### config.mk
export PLATFORM = sky130hd
export DESIGN_NAME = dmpq_ram
export DESIGN_NICKNAME = d
export VERILOG_FILES = /design/src/rtl/core/dmpq_ram.sv
export SDC_FILE = /design/constraint.sdc
export NUM_CORES = 1
export LEC_CHECK = 0
export BUFFER_PORTS_ARGS = -buffer_cell sky130_fd_sc_hd__buf_4
export CORE_MARGIN = 2
export CORE_UTILIZATION = 40
export CTS_CLUSTER_DIAMETER = 200
export CTS_CLUSTER_SIZE = 28
export DETAILED_ROUTE_END_ITERATION = 10
export GPL_TIMING_DRIVEN = 0
export PLACE_DENSITY = 0.64
export SLEW_MARGIN = 20
export SYNTH_ARGS = -nofsm -noshare
export SYNTH_HDL_FRONTEND = slang
export SYNTH_SLANG_ARGS = --single-unit
### constraint.sdc
create_clock -name clock -period 5.2 [get_ports clock]
set_clock_uncertainty 0.05 [all_clocks]
set_input_delay 1.3 -clock clock [delete_from_list [all_inputs] [get_ports clock]]
set_output_delay 1.3 -clock clock [all_outputs]
set_load 0.05 [all_outputs]
### src/rtl/core/dmpq_ram.sv
`default_nettype none

module dmpq_ram #(
   parameter int WIDTH = 8,
   parameter int DEPTH = 64
) (
   input  wire logic                     clock,
   input  wire logic                     wr_en,
   input  wire logic [$clog2(DEPTH)-1:0] wr_addr,
   input  wire logic [WIDTH-1:0]         wr_data,
   input  wire logic                     rd_en,
   input  wire logic [$clog2(DEPTH)-1:0] rd_addr,
   output logic      [WIDTH-1:0]         rd_data
);

   logic [WIDTH-1:0] mem_ff [DEPTH];

   always_ff @(posedge clock) begin
      if (wr_en) begin
         mem_ff[wr_addr] <= wr_data;
      end
      if (rd_en) begin
         rd_data <= mem_ff[rd_addr];
      end
   end

endmodule

`default_nettype wire

==> impl_metrics.sql <==
INSERT INTO impl_metrics (metric_group, metric, value, unit) VALUES
('final_layout', 'final_net_count', '1009', ''),
('placement', 'gp_congestion', '0.928', ''),
('worst_setup_path', 'critical-path-slowest-cell', 'sky130_fd_sc_hd__o41ai_1', ''),
('yosys', 'share_of_flip_flops_with_an_asynchronous_set_or_reset_after_synthesis', '0', ''),
('yosys', 'syn-cell-area', '20200', 'um2'),
('worst_setup_path', 'rr_startpoint', 'mem_ff[21][6]$_DFFE_PP_', ''),
('route', 'firstDrtPassIters', '6', ''),
('timing', 'final-setup-viol-count', '0', ''),
('die', 'placement_rows', '82', ''),
('timing', 'totalNegativeSetupSlack', '0', 'ns'),
('power_and_ir_drop', 'power.ir.vdd_worst', '0.215', 'mV'),
('yosys', 'synth_simple_gate_area_share', '0.0337', ''),
('cts', 'root_buffer', 'sky130_fd_sc_hd__clkbuf_16', ''),
('route', 'route.antenna.remaining_nets', '0', ''),
('worst_setup_path', 'arrival', '4.04', 'ns'),
('yosys', 'synth_compound_area_frac', '0.0206', ''),
('route', 'initialDrtViolationCount', '1327', ''),
('timing', 'timing.final.crit_share', '0.739', ''),
('final_layout', 'fraction_of_final_layout_cells_with_drive_strength_greater_than_1', '0.222', ''),
('die', 'fp.coreArea', '50100', 'um2'),
('timing', 'tightest_slew', '1.05', 'ns'),
('yosys', 'synthCells', '940', ''),
('cts', 'setup_fix_bufs_post_cts', '0', ''),
('cts', 'cts_num_sinks', '520', ''),
('power_and_ir_drop', 'p_int', '0.00561', 'W'),
('die', 'die_height', '229', 'um'),
('yosys', 'yosys.area_share.adder', '0', ''),
('power_and_ir_drop', 'power_switching', '0.00153', 'W'),
('cts', 'cts_max_level', '1', ''),
('placement', 'post-place-ws', '0.890', 'ns'),
('yosys', 'yosys_warnings', '0', ''),
('worst_setup_path', 'timing_worst_setup_path_type', 'primary input to flip-flop', ''),
('worst_setup_path', 'critPathMaxFanout', '10', ''),
('worst_setup_path', 'cp_slowest_stage_delay', '0.70', 'ns'),
('global_routing', 'grt-ovfl-total', '0', ''),
('power_and_ir_drop', 'power_leakage', '6.53', 'nW'),
('worst_setup_path', 'reg2reg_depth', '5', ''),
('cts', 'cts.hold.buffers_added', '0', ''),
('yosys', 'synth_sequential_area_ratio', '0.771', ''),
('timing', 'timing.final.ws_setup', '1.36', 'ns'),
('min_path', 'timing.hold.worst.start', 'mem_ff[6][7]$_DFFE_PP_', ''),
('route', 'detail_route.wirelength', '47300', 'um'),
('die', 'initial_utilization', '0.404', ''),
('power_and_ir_drop', 'proportion_of_power_drawn_by_flip_flops_and_latches', '0.651', ''),
('power_and_ir_drop', 'p_sw_frac', '0.214', ''),
('yosys', 'combinational_family_with_the_most_area_after_synthesis', 'multiplexers', ''),
('route', 'vias', '9519', ''),
('route', 'routedWlPerCell', '28.5', 'um'),
('worst_setup_path', 'critPathLaunchType', 'primary input', ''),
('power_and_ir_drop', 'power.clock.fraction', '0.281', ''),
('yosys', 'synth_edf_count', '520', ''),
('timing', 'maxSlewHeadroom', '0.298', ''),
('yosys', 'syn_nets', '963', ''),
('min_path', 'worst_hold_path_type', 'flip-flop to flip-flop', ''),
('die', 'die_x', '229', 'um'),
('global_routing', 'global_route.usage.total', '0.181', ''),
('yosys', 'synth.distinct_cells', '39', ''),
('worst_setup_path', 'rr_endpoint', 'rd_data[6]$_DFFE_PP_', ''),
('yosys', 'ys.flop_type', 'sky130_fd_sc_hd__edfxtp_1', ''),
('timing', 'timing.fmax', '0.260', 'GHz'),
('final_layout', 'flow.area_growth_from_synthesis', '7.94', '%'),
('cts', 'postCtsResizedCells', '0', ''),
('status', 'outcome', 'complete, no violations', ''),
('yosys', 'synthXorXnorAreaFrac', '0', ''),
('cts', 'cts_tree', 'built', ''),
('timing', 'final_max_slew_viol_count', '0', ''),
('yosys', 'ys_seq_elements', '520', ''),
('die', 'io-pin-count', '31', ''),
('global_routing', 'maximum_number_of_pins_on_one_net_before_global_route_repair', '65', ''),
('worst_setup_path', 'cp-end-kind', 'flip-flop', ''),
('power_and_ir_drop', 'power_per_cell_area', '327', 'nW/um2');
critical path, delay by kind of cell:
| kind | cells | cell delay [ns] |
|---|---|---|
| buffers and inverters | 4 | 1.62 |
| AOI/OAI and AO/OA | 3 | 1.09 |
how the worst max path moves through the flow:
stage	startpoint	to	slack (ns)	depth (start not counted)
floorplan	rd_addr[1]	rd_data[3]$_DFFE_PP_	2.04	7
global placement	rd_addr[2]	rd_data[3]$_DFFE_PP_	0.91	7
detailed placement	rd_addr[2]	rd_data[3]$_DFFE_PP_	0.89	7
CTS	rd_addr[2]	rd_data[3]$_DFFE_PP_	1.47	7
global route	rd_addr[2]	rd_data[3]$_DFFE_PP_	1.25	7
finish	rd_addr[2]	rd_data[3]$_DFFE_PP_	1.36	7
registers in the layout, indices dropped and copies added, names as in the netlist:
signal / flops
rd_data: 8
mem_ff: 512
cells in the final DEF, fill, tap and decap left out, drive strengths merged, types with 2 or more instances in the layout:
master / instances
a21oi: 3
o21a: 2
a22oi: 3
nand3: 13
o41ai: 2
o2111ai: 3
nor2b: 14
a211oi: 4
o221ai: 8
clkbuf: 40
o221a: 2
o22ai: 8
nand4: 2
o2bb2ai: 3
nor3: 7
a2111oi: 2
buf: 56
nor4: 2
o32ai: 2
o21ai: 4
nand2: 19
mux2i: 23
nor2: 83
mux2: 13
edfxtp: 520
mux4: 126
a221oi: 6
nand2b: 7
nand3b: 3
area by class of cell:
class / instances / area, um2
Clock buffer: 23 / 576
Buffer: 51 / 317
Timing Repair Buffer: 22 / 165
Clock inverter: 1 / 16.3
Multi-Input combinational cell: 369 / 4330
Sequential cell: 520 / 15600
Fill cell: 4280 / 28200
Tap cell: 672 / 841
through the flow:
stage	util	power (W)	instances	cell area (um2)	hold slack [ns]
floorplan	-	0.00501	940	20200	0.747
finish	0.437	0.00714	1658	21900	0.901
CTS	0.437	0.00718	1658	21900	0.901
detailed placement	0.425	0.00523	1634	21300	0.870
global placement	0.424	0.00522	1634	21300	0.876
global route	0.437	0.00734	1658	21900	0.968
power groups by stage:
stage	registers [W]	logic, W	clock network (W)
after global routing	0.00465	0.000506	0.00218
final	0.00465	0.000481	0.00201
after global placement	0.00475	0.000472	0
after CTS	0.00465	0.000482	0.00204
after detailed placement	0.00475	0.000482	0
after floorplan	0.00476	0.000247	0
Yosys cell counts (11+ instances only):
cell | n | area, um2
sky130_fd_sc_hd__buf_2 | 11 | 55.1
sky130_fd_sc_hd__buf_4 | 13 | 97.6
sky130_fd_sc_hd__nand3_1 | 13 | 65.1
sky130_fd_sc_hd__edfxtp_1 | 520 | 15600
sky130_fd_sc_hd__nand2_1 | 19 | 71.3
sky130_fd_sc_hd__mux2_2 | 13 | 146
sky130_fd_sc_hd__mux4_2 | 126 | 2840
sky130_fd_sc_hd__nor2_1 | 83 | 312
sky130_fd_sc_hd__nor2b_1 | 14 | 87.6
sky130_fd_sc_hd__mux2i_1 | 23 | 230
sky130_fd_sc_hd__clkbuf_1 | 17 | 63.8
logic make-up after synthesis:
group                  count (synthesis)
multiplexers                         162
AO/OA/AOI/OAI                         54
flip-flops                           520
buffers and inverters                 51
AND/OR/NAND/NOR                      153
metal layers:
| metal | wire length (um) | global-route usage | share of wire | vias up |
|---|---|---|---|---|
| li1 | - | - | - | 3975 |
| met1 | 19000 | 0.251 | 0.40 | 5040 |
| met2 | 22700 | 0.288 | 0.48 | 411 |
| met3 | 3910 | 0.0350 | 0.083 | 89 |
| met4 | 1660 | 0.0621 | 0.035 | 4 |
| met5 | 23 | 0 | 0.00049 | - |
No activity file was read; power rests on OpenSTA's default activity.
